===== src/rtl/cbad_pkg.sv =====
// cbad_pkg: shared constants, codes and types of the console bus address decoder.
// Used by every module under rtl/ but cbad_ram; depends on nothing.
`timescale 1ns / 1ps

package cbad_pkg;

   // store depths and index widths
   localparam int unsigned WRAM_DEPTH = 131072;
   localparam int unsigned IO_DEPTH   = 16384;
   localparam int unsigned ROM_DEPTH  = 1048576;
   localparam int unsigned WRAM_AW    = $clog2(WRAM_DEPTH);
   localparam int unsigned IO_AW      = $clog2(IO_DEPTH);
   localparam int unsigned ROM_AW     = $clog2(ROM_DEPTH);

   localparam logic [WRAM_AW-1:0] CLR_LAST  = WRAM_AW'(WRAM_DEPTH - 1);
   localparam logic [23:0]        ROM_LIMIT = 24'(ROM_DEPTH);

   // memory map
   localparam logic [7:0]  BANK_WRAM_LO = 8'h7E;
   localparam logic [7:0]  BANK_WRAM_HI = 8'h7F;
   localparam logic [7:0]  BANK_LOW_END = 8'h3F;
   localparam logic [7:0]  BANK_HI_BEG  = 8'h80;
   localparam logic [7:0]  BANK_HI_END  = 8'hBF;
   localparam logic [7:0]  BANK_ROM_END = 8'h7D;
   localparam logic [15:0] OFF_MIRROR_END = 16'h1FFF;
   localparam logic [15:0] OFF_IO_BEG     = 16'h2000;
   localparam logic [15:0] OFF_IO_END     = 16'h5FFF;
   localparam logic [15:0] OFF_ROM_BEG    = 16'h8000;
   localparam logic [7:0]  OPEN_BUS       = 8'hFF;

   // request codes
   localparam logic [2:0] REQ_READ8   = 3'd0;
   localparam logic [2:0] REQ_WRITE8  = 3'd1;
   localparam logic [2:0] REQ_READ16  = 3'd2;
   localparam logic [2:0] REQ_WRITE16 = 3'd3;
   localparam logic [2:0] REQ_READ24  = 3'd4;
   localparam logic [2:0] REQ_LOAD    = 3'd5;

   // register indexes
   localparam logic CSR_CART_PRESENT = 1'b0;
   localparam logic CSR_ROM_SIZE     = 1'b1;

   localparam int unsigned QUEUE_DEPTH = 2;
   localparam int unsigned QUEUE_PW    = $clog2(QUEUE_DEPTH);
   localparam int unsigned QUEUE_CW    = $clog2(QUEUE_DEPTH + 1);

   typedef enum logic [1:0] {
      OP_NONE,
      OP_READ,
      OP_WRITE,
      OP_LOAD
   } op_kind_type;

   typedef enum logic [1:0] {
      SRC_FF,
      SRC_WRAM,
      SRC_IO,
      SRC_ROM
   } src_type;

   typedef struct packed {
      op_kind_type kind;
      logic [1:0]  last_lane;
      logic [23:0] address;
      logic [15:0] data;
   } item_type;

   typedef struct packed {
      logic empty;
      logic full;
   } queue_status_type;

   typedef struct packed {
      logic        cart_present;
      logic [20:0] rom_len;
   } cfg_type;

endpackage


===== src/rtl/cbad_queue.sv =====
// cbad_queue: short in-order queue of classified items between front and back.
// Depends on cbad_pkg.
`timescale 1ns / 1ps

module cbad_queue (
   input  logic                       clock,
   input  logic                       reset,
   input  logic                       push,
   input  cbad_pkg::item_type         push_item,
   input  logic                       pop,
   output cbad_pkg::item_type         head,
   output cbad_pkg::queue_status_type status
);

   cbad_pkg::item_type                entry_ff [cbad_pkg::QUEUE_DEPTH];
   logic [cbad_pkg::QUEUE_PW-1:0]     wr_ptr_ff, wr_ptr_in;
   logic [cbad_pkg::QUEUE_PW-1:0]     rd_ptr_ff, rd_ptr_in;
   logic [cbad_pkg::QUEUE_CW-1:0]     count_ff, count_in;

   always_comb begin
      status.empty = (count_ff == '0);
      status.full  = (count_ff == cbad_pkg::QUEUE_CW'(cbad_pkg::QUEUE_DEPTH));
      head         = entry_ff[rd_ptr_ff];

      wr_ptr_in = wr_ptr_ff;
      rd_ptr_in = rd_ptr_ff;
      count_in  = count_ff;
      if (push) begin
         wr_ptr_in = (wr_ptr_ff == cbad_pkg::QUEUE_PW'(cbad_pkg::QUEUE_DEPTH - 1)) ?
                     '0 : wr_ptr_ff + 1'b1;
      end
      if (pop) begin
         rd_ptr_in = (rd_ptr_ff == cbad_pkg::QUEUE_PW'(cbad_pkg::QUEUE_DEPTH - 1)) ?
                     '0 : rd_ptr_ff + 1'b1;
      end
      if (push && !pop) begin
         count_in = count_ff + 1'b1;
      end else if (pop && !push) begin
         count_in = count_ff - 1'b1;
      end
   end

   always_ff @(posedge clock) begin
      if (reset) begin
         wr_ptr_ff <= '0;
         rd_ptr_ff <= '0;
         count_ff  <= '0;
      end else begin
         wr_ptr_ff <= wr_ptr_in;
         rd_ptr_ff <= rd_ptr_in;
         count_ff  <= count_in;
      end
   end

   always_ff @(posedge clock) begin
      if (push) begin
         entry_ff[wr_ptr_ff] <= push_item;
      end
   end

endmodule


===== config.mk =====
export PLATFORM = sky130hd
export DESIGN_NAME = cbad_queue
export DESIGN_NICKNAME = d
export VERILOG_FILES = /design/src/rtl/cbad_pkg.sv /design/src/rtl/cbad_queue.sv
export SDC_FILE = /design/constraint.sdc
export NUM_CORES = 1
export LEC_CHECK = 0
export BUFFER_PORTS_ARGS = -buffer_cell sky130_fd_sc_hd__buf_4
export CAP_MARGIN = 20
export CORE_ASPECT_RATIO = 1.5
export CORE_MARGIN = 3
export CORE_UTILIZATION = 45
export CTS_BUF_LIST = sky130_fd_sc_hd__clkbuf_8
export DETAILED_ROUTE_END_ITERATION = 7
export HOLD_SLACK_MARGIN = 0.15
export PLACE_DENSITY = 0.73
export SYNTH_ARGS = -nofsm -noshare
export SYNTH_HDL_FRONTEND = slang
export SYNTH_SLANG_ARGS = --single-unit
export TNS_END_PERCENT = 5

===== constraint.sdc =====
create_clock -name clock -period 2.6 [get_ports clock]
set_input_delay 0 -clock clock [delete_from_list [all_inputs] [get_ports clock]]
set_output_delay 0 -clock clock [all_outputs]
set_load 0.02 [all_outputs]

# Word-level counts from Yosys, hierarchy flattened

Memories as Yosys holds them, arrays and structs flattened. A register that Yosys moved wholly into a read port is not among the register bits.
Index checks and enable logic that the tools add are counted.

Reductions and logical operators: 6
Eq/ne operators: 1
Mux-type cells: 8
Add/sub/neg operators: 4

Operators with widths:

| cell                                              | number |
|---|---|
| two-way mux 1 bit                                 | 6 |
| two-way mux 2 bit                                 | 2 |
| adder 1 bit (second input constant)               | 2 |
| adder 2 x 1 -> 2 bit (second input constant)      | 1 |
| == test 2 bit (second input constant)             | 1 |
| logical AND 1 bit                                 | 2 |
| zero test 1 bit                                   | 2 |
| zero test 2 bit                                   | 1 |
| nonzero test 2 bit                                | 1 |
| subtractor 2 x 1 -> 2 bit (second input constant) | 1 |

Flip-flop bits (word level): 4
Output and inout port bits: 46
Memories kept: 1
Bits in writable memories: 88
Logic and storage cells: 23

Memory list:

| memory   | depth | bits a word | rd ports | clocked after Yosys merged registers in | wr ports | line             | RTL |
|---|---|---|---|---|---|---|---|
| entry_ff | 2     | 44          | 1        | 1                                       | 1        | cbad_queue.sv:15 | `cbad_pkg::item_type entry_ff [cbad_pkg::QUEUE_DEPTH];` |

# Longest topological paths before layout

Depth in word-level cells: 4
Mapped depth: 5
Depth with buffers taken out: 5

# Least setup slack after synthesis

OpenSTA, ideal clock, no wires.

Path kind: flip-flop to flip-flop
Start point: reg wr_ptr_ff
End point: mem entry_ff[0][0] (netlist bit), enable pin
Arrival time: 2.295 ns
Buffers on the path: 0
Path slack: -0.146 ns
Clock period less this slack: 2.746 ns
Library setup time: 0.451 ns
Data required time: 2.149 ns
Cell stages (with the launch flop): 2
Cells stage by stage: dfxtp_1 nor2b_1

RTL lines:

| element                | line             | RTL |
|---|---|---|
| from (decl)            | cbad_queue.sv:16 | `logic [cbad_pkg::QUEUE_PW-1:0] wr_ptr_ff, wr_ptr_in;` |
| from (signal assigned) | cbad_queue.sv:49 | `wr_ptr_ff <= wr_ptr_in;` |
| to (decl)              | cbad_queue.sv:15 |  |

No word-level cell before the write port.

==> summary.md <==
* status: complete, no violations
* adder-cell share of the synthesized area: 0.370%
* CTS tree: built
* CTS Root Cell: sky130_fd_sc_hd__clkbuf_8
* simple-gate share of the synthesized area: 1.37%
* pin count of the biggest net entering global routing: 29
* Inserted Clock Buffers: 9
* via-per-instance ratio: 4.61
* total I/O pin count: 94
* detailed-route DRC error count: 0
* antenna violations before repair: 0
* count of inserted antenna diode cells: 0
* number of slew-limit violations in the final report: 0
* hold-fix buffer count after cts: 49
* Post-Route WL: 6.92 mm
* net count after synthesis: 208
* reported max-cap violation count: 0
* worst max-slew margin expressed relative to the limit: 55.5%
* total power: 3.23 mW
* Leak: 1.88 nW
* leading post-synthesis cells by instance count: 88 x sky130_fd_sc_hd__edfxtp_1, 44 x sky130_fd_sc_hd__mux2_2, 5 x sky130_fd_sc_hd__dfxtp_1, 5 x sky130_fd_sc_hd__nor2_1, 4 x sky130_fd_sc_hd__buf_4
* post_cts resized: 0
* worst slew pin tran: 0.668 ns
* setup slack of the worst register-to-register path: 0.98 ns
* time the final worst path needs with I/O delays and setup: 1.92 ns
* critical path data arrival time: 1.92 ns
* global-route wire length before repair: 10.7 mm
* highest attainable clock frequency: 521 MHz
* Most common cell on crit path: sky130_fd_sc_hd__buf_4
* part of the Yosys area used for sequential elements: 81.1%
* critical path data required time: 2.60 ns
* horizontal die dimension: 76.8 um
* Reg-to-Reg Start: wr_ptr_ff$_SDFFE_PP0P_
* portion of the clock cycle consumed by the worst path in the final layout: 73.8%
* Total Die Area: 8610 sq um
* number of nets with antenna violations after routing: 0
* final clock skew: 0.00649 ns
* mean instance size in the synthesized netlist: 21.3 sq um
* post-synthesis register bit count: 93
* Port Buffers: 93
* proportion of synthesized area in mux cells: 14.7%
* routed vias: 1929
* count of routing violations after the opening detailed-route iteration: 84
* Worst Setup Path Type: flop to output port
* library cell with the highest instance count after synthesis: sky130_fd_sc_hd__edfxtp_1
* capturing element type of the critical path: output port
* leading post-synthesis cells by cell area: sky130_fd_sc_hd__edfxtp_1 78%, sky130_fd_sc_hd__mux2_2 15%, sky130_fd_sc_hd__dfxtp_1 3.0%
* area added between synthesis and finish: 45.0%
* Tot GR Track Use: 17.0%
* number of enable flip-flop cells after synthesis: 88
* # nets final: 362
* chip height: 112 um
* maximum buffer depth of the clock tree: 2
* number of H-tree levels: 3
* total number of yosys warnings: 0
* crit path launch type: flop
* crit path cell chain: buf_4 -> mux2_2 -> buf_4
* clock network latency to the later pin of the worst-skew pair: 0.35 ns
* Worst Reg2Reg Path Length in Cells: 2
* number of detailed-route iterations in the first pass: 4
* post-synthesis cell type count: 16
* aggregate negative setup slack: 0 ns
* final weighted congestion in routability-driven placement: 0.752
* final setup violation count: 0
* initial standard-cell utilization of the core: 46.5%
* cell count after synthesis: 159
* Peak supply drop: 0.530 mV
* standard-cell rows: 38
* clock sinks: 93
* Hold WS: 0.379 ns
* master of the slowest instance on the critical path: sky130_fd_sc_hd__dfxtp_2
* number of endpoints with negative hold slack in the final report: 0
* Finished Core Util: 67.4%
* vias in the first global route: 2072
* fraction of synthesized cell area in xor and xnor cells: 1.04%
* mean routed wirelength per cell: 16.6 um
* Reg2Reg Capture Point: entry_ff[1][36]$_DFFE_PP_
* buffers inserted during post-CTS setup optimization: 0
* CP max stage delay: 0.69 ns
* top cell type by total area after synthesis: sky130_fd_sc_hd__edfxtp_1
* post-synthesis instance area: 3380 sq um
* worst min path class: primary input to flop
* power per standard cell area: 658 nW/um^2
* Synth Area in Compound Gates: 0.296%
* RSZ-0062 raised after global routing: no
* worst setup path end: head[12]
* standard cell core area: 7270 sq um
* worst-path maximum fanout: 23
* Yosys top cell area share: 78.2%
* total half-perimeter wirelength after legalization and detailed placement: 4.32 mm
* fraction of registers with async set/reset: 0%
* main combinational cell family by area after synthesis: multiplexers
* overflow left after global routing: 0
* dominant synthesized flop cell: sky130_fd_sc_hd__edfxtp_1
* clock transition time at the flip-flop clock pins of the worst setup and hold paths: 0.08 ns
* share of post-route cells with drive strength above 1: 49.7%
## critical path, delay by kind of cell, from the launching register on
kind     cells  cell delay, ns
buf+inv      2            0.50
mux          1            0.38
flops        1            0.69
## logic make-up after synthesis
family / after synthesis
fa+ha+maj: 1
compound gates: 2
simple gates: 9
buf+inv: 6
flops: 93
mux: 44
xor+xnor: 4
## state kept, by name, summed over array words and instances (netlist names), named ones only
register	flops
wr_ptr_ff	1
entry_ff	88
count_ff	2
rd_ptr_ff	1
## cells in the final DEF, fill, tap and decap left out, drive strengths merged
| master | instances |
|---|---|
| bufinv | 1 |
| edfxtp | 88 |
| clkinv | 1 |
| xnor2 | 2 |
| o21ai | 1 |
| nor2b | 1 |
| nor2 | 5 |
| xor2 | 2 |
| buf | 99 |
| or3 | 1 |
| inv | 5 |
| ha | 1 |
| clkbuf | 10 |
| and2b | 1 |
| dlygate4sd3 | 49 |
| mux2 | 44 |
| and2 | 1 |
| a21oi | 1 |
| dfxtp | 5 |
## layout make-up
class	instances	area, sq um
sequential	93	2740
fill	516	2370
timing repair buffer	148	1230
multi-input combinational	60	608
clock buffer	10	138
tap	100	125
clock inverter	6	48.8
inverter	1	3.75
## per-stage QoR
step           cells  setup slack (ns)  area [sq um]
3_5_place_dp     353             0.943          4220
3_3_place_gp     353             0.971          4220
5_1_grt          418             0.556          4900
6_report         418             0.680          4900
2_1_floorplan    159             0.698          3380
4_1_cts          418             0.613          4900
## worst min-delay path by stage
stage                   from  slack [ns]  depth (start not counted)                        end
4_1_cts        push_item[13]        0.36                          2  entry_ff[0][13]$_DFFE_PP_
5_1_grt        push_item[10]        0.36                          2  entry_ff[0][10]$_DFFE_PP_
3_5_place_dp   push_item[16]        0.19                          1  entry_ff[1][16]$_DFFE_PP_
3_3_place_gp   push_item[43]        0.19                          1  entry_ff[0][43]$_DFFE_PP_
2_1_floorplan          reset        0.07                          1   count_ff[1]$_SDFFE_PP0P_
6_report       push_item[28]        0.38                          2  entry_ff[0][28]$_DFFE_PP_
## metal layers
layer	up-vias	global-route usage, %	wire, um	share of wire, %
met2	55	32.5	4150	60
met3	14	5.06	265	3.8
met5	-	0	0	0
met4	0	6.53	159	2.3
met1	939	16.7	2350	34
li1	921	-	-	-
## report_power, final
part           internal (mW)  switching (mW)  total (mW)
clock                  0.454           0.436       0.890
sequential              1.74          0.0389        1.78
combinational          0.290           0.263       0.554
total                   2.49           0.739        3.23
No activity file was read; power rests on OpenSTA's default activity.
